<file path="config.mk">
export PLATFORM = sky130hd
export DESIGN_NAME = glsa_ctrl
export DESIGN_NICKNAME = d
export VERILOG_FILES = /design/src/design/glsa_pkg.sv /design/src/design/glsa_ctrl.sv
export SDC_FILE = /design/constraint.sdc
export NUM_CORES = 1
export LEC_CHECK = 0
export BUFFER_PORTS_ARGS = -buffer_cell sky130_fd_sc_hd__buf_2
export CORE_AREA = 2 2 39 41
export CTS_CLUSTER_DIAMETER = 200
export DETAILED_ROUTE_END_ITERATION = 12
export DIE_AREA = 0 0 41 43
export PLACE_DENSITY = 0.43
export SYNTH_ARGS = -nofsm -noshare
export SYNTH_HDL_FRONTEND = slang
export SYNTH_SLANG_ARGS = --single-unit
export TNS_END_PERCENT = 10
</file>
<file path="constraint.sdc">
create_clock -name clk -period 1.05 [get_ports clk]
set_input_delay 0.2625 -clock clk [delete_from_list [all_inputs] [get_ports clk]]
set_output_delay 0.2625 -clock clk [all_outputs]
set_load 0.02 [all_outputs]
</file>
<file path="src/design/glsa_pkg.sv">
// ----------------------------------------------------------------------------
// glsa_pkg
// shared constants, codes and types of the grouped leaf slot allocator
// ----------------------------------------------------------------------------
package glsa_pkg;

  // geometry
  localparam int LEAVES_PER_GROUP = 16;
  localparam int MAX_GROUPS       = 64;
  localparam int STACK_DEPTH      = MAX_GROUPS * LEAVES_PER_GROUP;

  // internal widths
  localparam int LEAF_W = $clog2(LEAVES_PER_GROUP);
  localparam int GRP_W  = $clog2(MAX_GROUPS);
  localparam int CODE_W = $clog2(STACK_DEPTH);

  // field widths
  localparam int CMD_W        = 2;
  localparam int GROUP_ID_W   = 7;
  localparam int LEAF_ID_W    = 4;
  localparam int STATUS_W     = 2;
  localparam int CNT_W        = 5;
  localparam int FREE_LEFT_W  = 11;
  localparam int IN_FIELDS_W  = CMD_W + GROUP_ID_W + LEAF_ID_W;
  localparam int OUT_FIELDS_W = STATUS_W + GROUP_ID_W + LEAF_ID_W + 1 + 1 + CNT_W
                                + FREE_LEFT_W + 1;
  localparam int IN_DATA_W    = ((IN_FIELDS_W + 7) / 8) * 8;
  localparam int OUT_DATA_W   = ((OUT_FIELDS_W + 7) / 8) * 8;

  // command codes
  localparam logic [CMD_W-1:0] CMD_ALLOC = 2'd0;
  localparam logic [CMD_W-1:0] CMD_FREE  = 2'd1;
  localparam logic [CMD_W-1:0] CMD_QUERY = 2'd2;

  // status codes
  localparam logic [STATUS_W-1:0] ST_OK       = 2'd0;
  localparam logic [STATUS_W-1:0] ST_NO_SPACE = 2'd1;
  localparam logic [STATUS_W-1:0] ST_REJECT   = 2'd2;

  typedef enum logic [2:0] {
    S_IDLE,
    S_FETCH,
    S_OPEN,
    S_LOOKUP,
    S_EXEC
  } state_t;

  // controller -> datapath
  typedef struct packed {
    logic load;
    logic stack_rd;
    logic grp_rd;
    logic sweep_wr;
    logic exec;
  } ctrl_t;

  // datapath -> controller
  typedef struct packed {
    logic is_alloc;
    logic stack_empty;
    logic no_space;
    logic sweep_last;
    logic out_busy;
  } stat_t;

  // free stack entry
  typedef struct packed {
    logic [GRP_W-1:0]  gi;
    logic [LEAF_W-1:0] leaf;
  } slot_t;

  // per-group bookkeeping word
  typedef struct packed {
    logic [CNT_W-1:0]            cnt;
    logic [LEAVES_PER_GROUP-1:0] bits;
  } grp_entry_t;

endpackage

</file>
<file path="src/design/glsa_ctrl.sv">
// ----------------------------------------------------------------------------
// glsa_ctrl
// sequencer for fetch, group open sweep, lookup and execute
// ----------------------------------------------------------------------------
module glsa_ctrl import glsa_pkg::*; (
  input  logic  clk,
  input  logic  rst,
  input  logic  in_valid,
  output logic  in_ready,
  input  stat_t stat,
  output ctrl_t ctrl
);

  state_t state;
  state_t state_next;

  always_ff @(posedge clk) begin
    if (rst) begin
      state <= S_IDLE;
    end else begin
      state <= state_next;
    end
  end

  always_comb begin
    state_next = state;
    ctrl       = '0;
    in_ready   = 1'b0;
    case (state)
      S_IDLE: begin
        in_ready = 1'b1;
        if (in_valid) begin
          ctrl.load  = 1'b1;
          state_next = S_FETCH;
        end
      end
      S_FETCH: begin
        ctrl.stack_rd = 1'b1;
        if (stat.is_alloc && stat.stack_empty) begin
          state_next = stat.no_space ? S_EXEC : S_OPEN;
        end else begin
          state_next = S_LOOKUP;
        end
      end
      S_OPEN: begin
        ctrl.sweep_wr = 1'b1;
        if (stat.sweep_last) begin
          state_next = S_EXEC;
        end
      end
      S_LOOKUP: begin
        ctrl.grp_rd = 1'b1;
        state_next  = S_EXEC;
      end
      S_EXEC: begin
        if (!stat.out_busy) begin
          ctrl.exec  = 1'b1;
          state_next = S_IDLE;
        end
      end
      default: begin
        state_next = S_IDLE;
      end
    endcase
  end

endmodule

</file>
### Word-level counts from Yosys, hierarchy flattened

Index checks and enable logic that the tools add are counted.

| storage, ports and cells | value |
|---|---|
| bits in registers | 3 |
| input port bits | 8 |
| output and inout port bits | 6 |

| cells by class | value |
|---|---|
| equal/unequal tests | 7 |
| muxes and demuxes | 14 |
| reductions and logical operators | 3 |

Operators with widths:

| kind | count |
|---|---|
| $mux 3 | 5 |
| $pmux 3 s5 | 1 |
| $mux 1 | 8 |
| $eq 3x2->1 const B | 2 |
| $ne 2x2->1 const B | 3 |
| $eq 3x1->1 const B | 1 |
| $eq 3x3->1 const B | 1 |
| $logic_not 3->1 | 1 |
| $reduce_and 3->1 | 1 |
| $logic_and 1x1->1 | 1 |

### Logic depth before layout (Yosys ltp)

| depth | value |
|---|---|
| word-level depth | 3 |
| gate-level depth with buffers | 4 |

### Worst setup path before layout

No wires, ideal clock.

| timing path | value |
|---|---|
| kind | flip-flop to output port |
| start point | register state[0] |
| end point | output ctrl[4] (netlist bit) |
| arrival | 1.280 ns |
| slack | -0.493 ns |
| cell stages (with the launch flop) | 4 |
| buffers on the path | 1 |
| cells stage by stage | dfxtp_1 buf_6 nor3_1 and2_1 |

RTL lines:

| what | RTL line | source |
|---|---|---|
| start: declaration | glsa_ctrl.sv:14 | `state_t state;` |
| start signal: assignment | glsa_ctrl.sv:21 | `state <= state_next;` |
| end: declaration | glsa_ctrl.sv:11 | `output ctrl_t ctrl` |

==> results.py <==
metrics = {
    "floorplan": {
        "start_util": 0.1510,
        "ios": 14,
        "core_region_area_mm2": 0.001384,
        "die_w_um": 41,
        "row_count": 14,
        "die_h_um": 43,
        "die_area_mm2": 0.001763,
    },
    "timing": {
        "maxSlewViolCount": 0,
        "worst_pin_slew_ns": 0.1998,
        "relSlewSlack": 0.8654,
        "finalCritPeriodShare": 1.309,
        "fin_ws_ns": -0.3248,
        "rsz0062_at_grt": "true",
        "setup_viol": 6,
        "hold_slack_ns": 0.2071,
        "finalHoldViolCount": 0,
        "max_freq_mhz": 727.4,
        "fin_skew_ns": 0.001675,
        "post-route-min-period_ns": 1.375,
    },
    "cells_and_area": {
        "regMostFlops": "state",
        "final_area_um2": 420.4,
        "nets": 57,
        "drive_above_1_share": 0.7083,
        "multiInputGateArea_um2": 173.9,
        "largest_reg_flops": 3,
        "fillers": 163,
        "register_area_um2": 66.31,
        "top_regs": "state (3)",
        "area_growth_pct": 101.2,
        "diodes": 0,
    },
    "route": {
        "vias": 290,
        "wl_per_cell_um": 10.13,
        "viasPerCell": 4.531,
        "routed_wirelength_um": 648,
        "firstDrtPassIters": 2,
        "antenna_left": 0,
        "drt_iter0_drc": 3,
        "drcViolationCount": 0,
    },
    "critical_path": {
        "slowest_stage": "dfxtp_4",
        "cp_max_fo": 7,
        "crit_family": "flip-flops",
        "end_kind": "output port",
        "crit_chain": "and2b_2 -> and2_4 -> buf_6",
        "cp-start-kind": "flip-flop",
        "path_class": "flip-flop to output port",
        "ff2ff_setup_slack_ns": 0.01,
        "slowest_delay_ns": 0.38,
        "cp.required_ns": 0.79,
        "crit_arrival_ns": 1.11,
        "cp.buffers_inverters": 1,
    },
    "run": {
        "max-cap-violations": 0,
    },
    "clock_tree": {
        "cts_buffers": 3,
        "holdBufCountCts": 0,
        "path_clk_slew_ns": 0.03,
        "htreeDepth": 1,
        "root_buffer": "clkbuf_4",
        "clk_latency_ns": 0.24,
        "clockBufferDepth": 2,
        "cts_sinks": 3,
        "post_cts.repair.setup_buffers": 0,
        "cts_tree": "done",
    },
    "yosys": {
        "synth_seq_area_share": 0.2874,
        "syn_area_per_cell_um2": 8.037,
        "synth_top_family_by_area": "simple AND/OR/NAND/NOR gates",
        "yosysTopAreaCellShare": 0.2874,
        "synth_cell_types": 17,
        "async_reset_ff_frac": 0,
        "synthFlopType": "dfxtp_1",
        "synth_edf_count": 0,
        "synth_fp_nets": 34,
        "synthAdderAreaFrac": 0,
        "muxShareOfSynthArea": 0,
        "yosys_warnings": 0,
        "yosys.area.top_type": "dfxtp_1",
        "synth_compound_area_frac": 0.1437,
        "netlist_area_um2": 209.0,
        "yosys.area_share.simple": 0.5150,
        "synth-xor-area-share": 0,
        "ys_ff_latch": 3,
        "synthCells": 26,
        "synth_area_leaders": "dfxtp_1 29%, nor2b_1 9.0%, and2b_2 8.4%, a31oi_1 6.0%, and2_1 6.0%",
    },
    "outcome": {
        "violations": "negative setup slack",
        "status": "finished with violations",
    },
    "grt": {
        "grt_overflow": 0,
        "antenna_found_initial": 0,
        "grt_max_degree": 8,
        "grt_first_pass_wirelength_um": 1083,
        "grt_usage": 0.09228,
        "grt_pass1_vias": 273,
    },
    "power_and_ir_drop": {
        "power_density_mw_per_mm2": 1407,
        "leakagePower_uw": 0.0001942,
        "ir_worst_vdd_v": 0.0004855,
        "p_total_uw": 591.6,
    },
    "place": {
        "gp_congestion": 0.6950,
        "dp_hpwl_um": 475.2,
        "io_buffers": 13,
        "placed_area_um2": 349.1,
    },
    "min_path": {
        "hold_class": "primary input to flip-flop",
    },
}
[power breakdown]
group / switching [uW] / internal, uW / total (uW)
sequential: 23.6 / 128 / 152
combinational: 101 / 132 / 233
clock: 63.5 / 143 / 206
total: 188 / 404 / 592
[worst paths after layout]
| path | from | endpoint | depth (start not counted) |
|---|---|---|---|
| setup / recovery | state[2] | ctrl[2] | 3 |
| hold / removal | rst | state[2] | 2 |
| setup reg to reg | state[2] | state[0] | 4 |
| hold reg to reg | state[2] | state[0] | 1 |
[kinds of logic (layout without fill, tap and decap cells)]
group,after synthesis,in the layout
buf+inv,1,23
simple gates,17,17
flops,3,3
compound gates,5,5
[layout by cell type (no fill, tap or decap), types with 2 or more instances in the layout]
cell / netlist / final
nor2b_4: 0 / 2
buf_2: 0 / 8
buf_6: 1 / 3
buf_4: 0 / 8
a31oi_1: 2 / 2
clkbuf_4: 0 / 3
dfxtp_2: 0 / 2
and2_4: 0 / 2
nand3_1: 2 / 2
and2b_2: 2 / 2
[repair_timing]
item | in CTS | in global routing
pin swaps | 2 | 0
setup endpoints to repair | 6 | 8
gates resized for setup | 13 | 1
[layer usage]
layer / part of all wire / wire length [um] / GRT usage
met5: 0 / 0 / 0
met4: 0.035 / 23 / 0.08000
met3: 0.090 / 58 / 0.03141
met2: 0.42 / 269 / 0.1188
met1: 0.46 / 297 / 0.1154
[synth_stat cells (2+ instances only)]
library cell  n
a31oi_1       2
and2_1        2
and2b_2       2
dfxtp_1       3
nand3_1       2
nor2b_1       3
nor3_1        2
[area by class of cell]
| cell class | instances | share of cell area |
|---|---|---|
| multi-input cells | 22 | 0.4137 |
| clock buffers | 4 | 0.06250 |
| flip-flops and latches | 3 | 0.1577 |
| well taps | 16 | 0.04762 |
| repair buffers | 19 | 0.3185 |
[per-stage QoR]
stage               cells  TNS (ns)  setup WS, ns  utilization
finish                 64    -1.651       -0.3248       0.3038
global route           64    -1.908       -0.3499       0.3038
CTS                    64    -1.717       -0.3297       0.3002
detailed placement     60   -0.5127       -0.1418       0.2523
global placement       60   -0.5602       -0.1533       0.2523
floorplan              26   -0.1489      -0.08688            -
Note: power is estimated with default switching activity, not from simulation.
